**config.mk**
```make
export PLATFORM = sky130hd
export DESIGN_NAME = rpc_scan
export DESIGN_NICKNAME = d
export VERILOG_FILES = /design/src/rtl/rpc_pkg.sv /design/src/rtl/rpc_scan.sv
export SDC_FILE = /design/constraint.sdc
export NUM_CORES = 1
export LEC_CHECK = 0
export ABC_AREA = 0
export BUFFER_PORTS_ARGS = -buffer_cell sky130_fd_sc_hd__buf_2
export CAP_MARGIN = 25
export CORE_MARGIN = 10
export CORE_UTILIZATION = 52
export DETAILED_ROUTE_END_ITERATION = 10
export GPL_TIMING_DRIVEN = 0
export PLACE_DENSITY = 0.78
export SKIP_LAST_GASP = 1
export SLEW_MARGIN = 10
export SYNTH_ARGS = -nofsm -noshare
export SYNTH_HDL_FRONTEND = slang
export SYNTH_SLANG_ARGS = --single-unit
```
**constraint.sdc**
```tcl
create_clock -name clock -period 1.9 [get_ports clock]
set_input_delay 0.095 -clock clock [delete_from_list [all_inputs] [get_ports clock]]
set_output_delay 0.095 -clock clock [all_outputs]
set_load 0.01 [all_outputs]
```
**src/rtl/rpc_pkg.sv**
```systemverilog
// Shared types and constants of the RNA pair constraint checker.
package rpc_pkg;

   localparam int POS_W   = 10;          // width of a sequence position
   localparam int LEN_W   = 11;          // width of a length or scan count
   localparam int EXT_W   = 17;          // common width for compares against the table depth
   localparam int ENTRY_W = POS_W + 1;   // stored entry: unpair flag over partner
   localparam int OP_W    = 2;
   localparam int CSR_IDX_W = 4;

   localparam int REQ_TDATA_W = 56;
   localparam int RSP_TDATA_W = 8;

   localparam int REQ_I_LSB  = 0;
   localparam int REQ_J_LSB  = 10;
   localparam int REQ_K_LSB  = 20;
   localparam int REQ_L_LSB  = 30;
   localparam int REQ_PV_LSB = 40;
   localparam int REQ_UF_BIT = 50;

   localparam logic [CSR_IDX_W-1:0] CSR_CONSTRAINTS_ON = 4'd0;
   localparam logic [CSR_IDX_W-1:0] CSR_SEQ_LENGTH     = 4'd1;

   typedef enum logic [OP_W-1:0] {
      OP_LOAD = 2'd0,
      OP_QUAD = 2'd1,
      OP_PAIR = 2'd2,
      OP_NONE = 2'd3
   } rpc_op_type;

   // Query positions handed to the scan datapath when a request is accepted.
   typedef struct packed {
      logic [POS_W-1:0] pos_i;
      logic [POS_W-1:0] pos_j;
      logic [POS_W-1:0] pos_k;
      logic [POS_W-1:0] pos_l;
      logic [POS_W-1:0] pos_x;    // lower of i and j
      logic [POS_W-1:0] pos_y;    // higher of i and j
      logic             y_valid;  // higher end lies inside the sequence
   } rpc_query_type;

   // Per-cycle control of the scan datapath.
   typedef struct packed {
      logic             start;    // load a new query and clear the flags
      logic             valid;    // read data of table entry pos is present
      logic [LEN_W-1:0] pos;
   } rpc_beat_type;

endpackage

```
**src/rtl/rpc_scan.sv**
```systemverilog
// Scan datapath: folds each table entry read into the query's conflict flags.
module rpc_scan
   import rpc_pkg::*;
(
   input  logic               clock,
   input  rpc_beat_type       beat,
   input  rpc_query_type      query,
   input  logic [ENTRY_W-1:0] rd_data,
   output logic               conflict,
   output logic               allowed
);

   rpc_query_type    q_ff, q_in;
   logic [POS_W-1:0] pi_ff, pi_in, pj_ff, pj_in;
   logic             ui_ff, ui_in, uj_ff, uj_in;
   logic             cross_ff, cross_in, inner_ff, inner_in;

   logic [LEN_W-1:0] a, b, xi, yi, ii, ji, ki, li;
   logic             u, hit_cross, hit_inner;

   always_comb begin
      a  = beat.pos;
      b  = LEN_W'(rd_data[POS_W-1:0]);
      u  = rd_data[POS_W];
      xi = LEN_W'(q_ff.pos_x);
      yi = LEN_W'(q_ff.pos_y);
      ii = LEN_W'(q_ff.pos_i);
      ji = LEN_W'(q_ff.pos_j);
      ki = LEN_W'(q_ff.pos_k);
      li = LEN_W'(q_ff.pos_l);

      // A forced pair a<b crosses x,y when exactly one of its ends lies between them.
      hit_cross = q_ff.y_valid && (b > a) &&
                  (((xi < a) && (a < yi) && (yi < b)) || ((a < xi) && (xi < b) && (b < yi)));
      // A paired position strictly inside one of the two inner loops.
      hit_inner = (b != a) && (((ii < a) && (a < ki)) || ((li < a) && (a < ji)));

      q_in     = q_ff;
      pi_in    = pi_ff;
      pj_in    = pj_ff;
      ui_in    = ui_ff;
      uj_in    = uj_ff;
      cross_in = cross_ff;
      inner_in = inner_ff;

      if (beat.start) begin
         // Positions not reached by the scan keep themselves as partner.
         q_in     = query;
         pi_in    = query.pos_i;
         pj_in    = query.pos_j;
         ui_in    = 1'b0;
         uj_in    = 1'b0;
         cross_in = 1'b0;
         inner_in = 1'b0;
      end else if (beat.valid) begin
         if (a == ii) begin
            pi_in = rd_data[POS_W-1:0];
            ui_in = u;
         end
         if (a == ji) begin
            pj_in = rd_data[POS_W-1:0];
            uj_in = u;
         end
         cross_in = cross_ff | hit_cross;
         inner_in = inner_ff | hit_inner;
      end
   end

   always_ff @(posedge clock) begin
      q_ff     <= q_in;
      pi_ff    <= pi_in;
      pj_ff    <= pj_in;
      ui_ff    <= ui_in;
      uj_ff    <= uj_in;
      cross_ff <= cross_in;
      inner_ff <= inner_in;
   end

   assign conflict = (((pi_ff != q_ff.pos_i) || (pj_ff != q_ff.pos_j)) && (pi_ff != q_ff.pos_j))
                     || cross_ff || inner_ff;
   assign allowed  = !(ui_ff || uj_ff) &&
                     ((pi_ff == q_ff.pos_j) || ((pi_ff == q_ff.pos_i) && (pj_ff == q_ff.pos_j)));

endmodule

```
Yosys cells after proc, flatten, opt, wreduce, memory -nomap -nowiden
Index checks and enable logic that the tools add are counted.

word-level totals
  word-level logic and storage cells = 68
  register bits = 85
  input bits = 86
  output and inout bits = 2

operators by class
  reduce and logical (&&, ||, !) cells = 27
  mux-type cells = 6
  order comparisons = 11
  bitwise logic cells = 2
  equality and inequality tests = 9

operators by type and width
  cell               number
  $mux 10            6
  $lt 11x10->1       4
  $lt 10x11->1       3
  $eq 10x10->1       3
  $lt 10x10->1       3
  $ne 10x10->1       3
  $eq 11x10->1       2
  $logic_and 1x1->1  12
  $gt 10x11->1       1
  $ne 10x11->1       1
  $reduce_and 2->1   4
  $logic_or 1x1->1   7
  $reduce_bool 2->1  3
  $or 1x1->1         2
  $logic_not 1->1    1

Depth between registers and ports, before layout
  word-level depth = 6
  gate-level depth with buffers = 8
  depth with buffers taken out = 8

Worst setup path before layout
Ideal clock, no wire load.

  kind = flip-flop to flip-flop
  from = reg q_ff[8] in the netlist's numbering
  to = reg cross_ff
  cell stages (with the launch flop) = 9
  clock period less this slack = 1,828 ps
  data required time = 1,812 ps
  arrival time = 1,740 ps
  buffers on the path = 0
  setup slack = 72 ps
  setup time = 88 ps
  cells stage by stage = edfxtp_1 > inv_1 > ha_1 > nand4_2 > nor3_1 > a2111oi_2 > o31ai_1 > o31a_1 > o32ai_2

between the ends
  longest elaborated chain between the ends = 6
  elaborated cells on any way between the ends = 9
  classes of those cells = order compare (3); bitwise (1); reduce/logical (5)

RTL lines
  element                         RTL line        text
  start, declared                 rpc_scan.sv:13  rpc_query_type q_ff, q_in;
  start signal, assigned          rpc_scan.sv:70  q_ff <= q_in;
  $lt 11x10->1                    rpc_scan.sv:34  (((xi < a) && (a < yi) && (yi < b)) || ((a < xi) && (xi < b) && (b < yi)));
  $logic_and 1x1->1 (2 in a row)  rpc_scan.sv:34
  $logic_or 1x1->1 *              rpc_scan.sv:34
  $logic_and 1x1->1 *             rpc_scan.sv:33  hit_cross = q_ff.y_valid && (b > a) &&
  $or 1x1->1 *                    rpc_scan.sv:64  cross_in = cross_ff | hit_cross;
  end signal, assigned            rpc_scan.sv:75  cross_ff <= cross_in;
  end, declared                   rpc_scan.sv:16  logic cross_ff, cross_in, inner_ff, inner_in;

Every way passes the cells marked *; elsewhere a longest branch is shown, timed or not.
A chain may end at the register's enable or synchronous reset.

Worst setup path in the final report
  from = reg q_ff, in the netlist ji[7]
  to = out conflict

between the ends
  longest elaborated chain between the ends = 5
  elaborated cells on any way between the ends = 6
  classes of those cells = eq/ne (2); reduce/logical (4)

RTL lines
  element                          RTL line        text
  $ne 10x10->1                     rpc_scan.sv:79  assign conflict = (((pi_ff != q_ff.pos_i) || (pj_ff != q_ff.pos_j)) && (pi_ff != q_ff.pos_j))
  $logic_or 1x1->1                 rpc_scan.sv:79
  $logic_and 1x1->1 *              rpc_scan.sv:79
  $logic_or 1x1->1 * (2 in a row)  rpc_scan.sv:80  || cross_ff || inner_ff;
  end, declared                    rpc_scan.sv:9   output logic conflict,

Marked as above.

==> flow_summary.json <==
{
  "htreeDepth": 3,
  "finalWirelength_um": 14490,
  "antenna_found_initial": 0,
  "rows": 36,
  "postRouteAntennaNets": 0,
  "hold_viol_final": 0,
  "fmax_ghz": 0.4238,
  "rr_startpoint": "ji[7]",
  "grt_pass1_vias": 4571,
  "viasPerCell": 5.333,
  "finalInstanceArea_mm2": 0.006935,
  "layout-drive-gt1-share_pct": 22.84,
  "ios": 88,
  "end_kind": "output pin",
  "crit_family": "simple AND/OR/NAND/NOR gates",
  "syn_nets": 642,
  "via_count": 4165,
  "nFillCells": 731,
  "post-route-period-util_pct": 124.2,
  "multi_input_area_mm2": 0.002644,
  "finalWorstPathRequiredPeriod_ps": 2360,
  "regToRegSetupSlack_ps": -120,
  "synth_area_leaders": "edfxtp_1 46%, ha_1 20%, inv_1 4.6%",
  "die-area_mm2": 0.01452,
  "grt_overflow_total": 0,
  "yosysWarningCount": 0,
  "ys_types": 47,
  "ys_top_cells_by_count": "86 x ha_1, 81 x edfxtp_1, 65 x inv_1",
  "synth.avg_cell_area_um2": 11.17,
  "dr.pass1.iters": 5,
  "nNetsFinal": 815,
  "finalWorstSetupSlack_ps": -459.6,
  "placed_area_mm2": 0.005872,
  "post-place-ws_ps": -604.6,
  "tns_ps": -2114,
  "synthFlopType": "edfxtp_1",
  "cp-endpoint": "conflict",
  "violations": "negative setup slack",
  "n_antenna_cell": 0,
  "maxCapViolations": 0,
  "skew_ps": 15.61,
  "path_buf_inv": 1,
  "synth_top_area_share_pct": 46.33,
  "die_w_um": 120.5,
  "setup_violations": 14,
  "core_mm2": 0.009819,
  "seq_area_mm2": 0.002512,
  "critPathLaunchType": "register",
  "synth_most_common_cell": "ha_1",
  "r2r_cells": 9,
  "status": "complete, but fails checks",
  "async_flop_share_pct": 0,
  "slowest_stage": "edfxtp_1",
  "synth_top_area_cell": "edfxtp_1",
  "cts.clk_slew.worst_paths_ps": 80,
  "critPathArrivalTime_ps": 2260,
  "place_congestion": 0.9180,
  "grt_pass1_wl_um": 22790,
  "tightest_slew_ps": 616.9,
  "synth_seq_area_share_pct": 47.86,
  "slew_headroom_pct": 58.87,
  "final_cells": 781,
  "synth_area_mm2": 0.005250,
  "syn_to_final_growth_pct": 32.10,
  "crit_path_cell_trace": "xor2_2, nor4_2, nand3_1, nor3_2, a41oi_2, or3_1, buf_2",
  "power_density_mw_per_mm2": 654.3,
  "die_y_um": 120.5,
  "drc": 0,
  "vdd_ir_drop_max_mv": 0.3757,
  "netlist_instances": 470,
  "path_class": "register to output pin",
  "slowest_delay_ps": 460,
  "numCtsBuffers": 9,
  "total_power_mw": 4.538,
  "clock_latency_ps": 380,
  "synth_seq_cells": 85,
  "r2r-end": "pj_ff[8]",
  "portBuffers": 87,
  "grt_max_degree": 34,
  "hp-class": "primary input to register",
  "cts_num_sinks": 85,
  "cts_tree": "yes",
  "crit_cells": 7,
  "drv_slew": 0,
  "drt-initial-drc-count": 335,
  "initial_core_util_pct": 53.47,
  "grt_usage_pct": 20.06,
  "rsz0062_at_grt": "yes",
  "synth_edf_count": 81,
  "cts_root_buf": "clkbuf_8",
  "crit_path_max_fanout": 2,
  "wl_per_cell_um": 18.56,
  "startpoint": "ji[7]",
  "cp.required_ps": 1800,
  "dp.cells": 691,
  "cts_buffer_depth": 2,
  "p_leak_nw": 3.194,
  "place_hpwl_um": 10570
}
flip-flops by register name, summed over array words and instances (netlist names):
name / cells
ui_ff: 1
pj_ff: 10
pi_ff: 10
cross_ff: 1
li: 10
ji: 10
ki: 10
q_ff: 21
uj_ff: 1
inner_ff: 1
ii: 10
worst min path at each step:
stage                     start  endpoint  slack [ps]  cells past startpoint
finish              rd_data[10]     ui_ff          30                      3
global route        rd_data[10]     ui_ff          40                      3
CTS                 rd_data[10]     uj_ff           8                      3
detailed placement    query[14]  q_ff[14]         270                      1
global placement      query[15]  q_ff[15]         270                      1
floorplan             query[51]     ii[0]         190                      0
what timing repair did:
item | CTS | global route
endpoints found under the setup margin | 24 | 25
endpoints found under the hold margin | 61 | 0
hold buffers | 61 | 0
gates resized for setup | 26 | 18
gates cloned | 1 | 0
buffers inserted | 10 | 2
pin swaps | 11 | 10
cell type report:
class,count,share of cell area [%]
buffer,5,0.3067
clock buffer,14,2.345
clock inverter,2,0.1443
inverter,65,3.590
multi-input combinational,316,38.12
sequential,85,36.23
tap,133,2.399
timing repair buffer,161,16.87
tightest hold or removal path: cells and delay by family:
family | cells | cell delay (ps)
buffers and inverters | 1 | 110
muxes | 1 | 70
and+or+nand+nor | 1 | 80
kinds of logic after synthesis:
| logic type | after synthesis | share of synthesized area [%] |
|---|---|---|
| buf+inv | 70 | 5.028 |
| flops | 85 | 47.86 |
| fa+ha+maj | 86 | 20.50 |
| mux | 2 | 0.3813 |
| xor+xnor | 30 | 5.005 |
| simple gates | 123 | 12.06 |
| compound gates | 74 | 9.176 |
stage by stage:
| step | utilization [%] | hold WS [ps] |
|---|---|---|
| 3_5_place_dp | 59.80 | 273.1 |
| 2_1_floorplan | - | 193.9 |
| 3_3_place_gp | 59.59 | 271.1 |
| 4_1_cts | 69.61 | 8.391 |
| 5_1_grt | 70.63 | 35.83 |
| 6_report | 70.63 | 25.25 |
placed cells by master (no fill, tap or decap), types with 8 or more instances in the layout:
cell	synthesis	final
edfxtp_1	81	81
clkbuf_8	0	11
o21ai_0	14	13
buf_2	1	87
xnor2_1	10	10
dlygate4sd3_1	0	61
ha_1	86	83
buf_4	0	10
nor2_1	9	8
nand2_1	52	51
inv_1	65	58
a21oi_1	26	26
nand4_1	11	11
nand2b_1	14	14
a21o_1	14	14
xor2_1	20	19
per-layer routing:
layer / GRT usage (%) / routed length (um) / vias up
met5: 0 / 0 / -
met4: 8.371 / 342 / 0
met3: 3.862 / 748 / 22
met2: 35.50 / 7460 / 125
met1: 23.21 / 5941 / 1983
li1: - / - / 2035
report_power, final:
| part | switching, mW | internal [mW] |
|---|---|---|
| logic | 0.542 | 0.500 |
| clock network | 0.637 | 0.545 |
| registers | 0.0908 | 2.22 |
No activity file was read; power rests on OpenSTA's default activity.
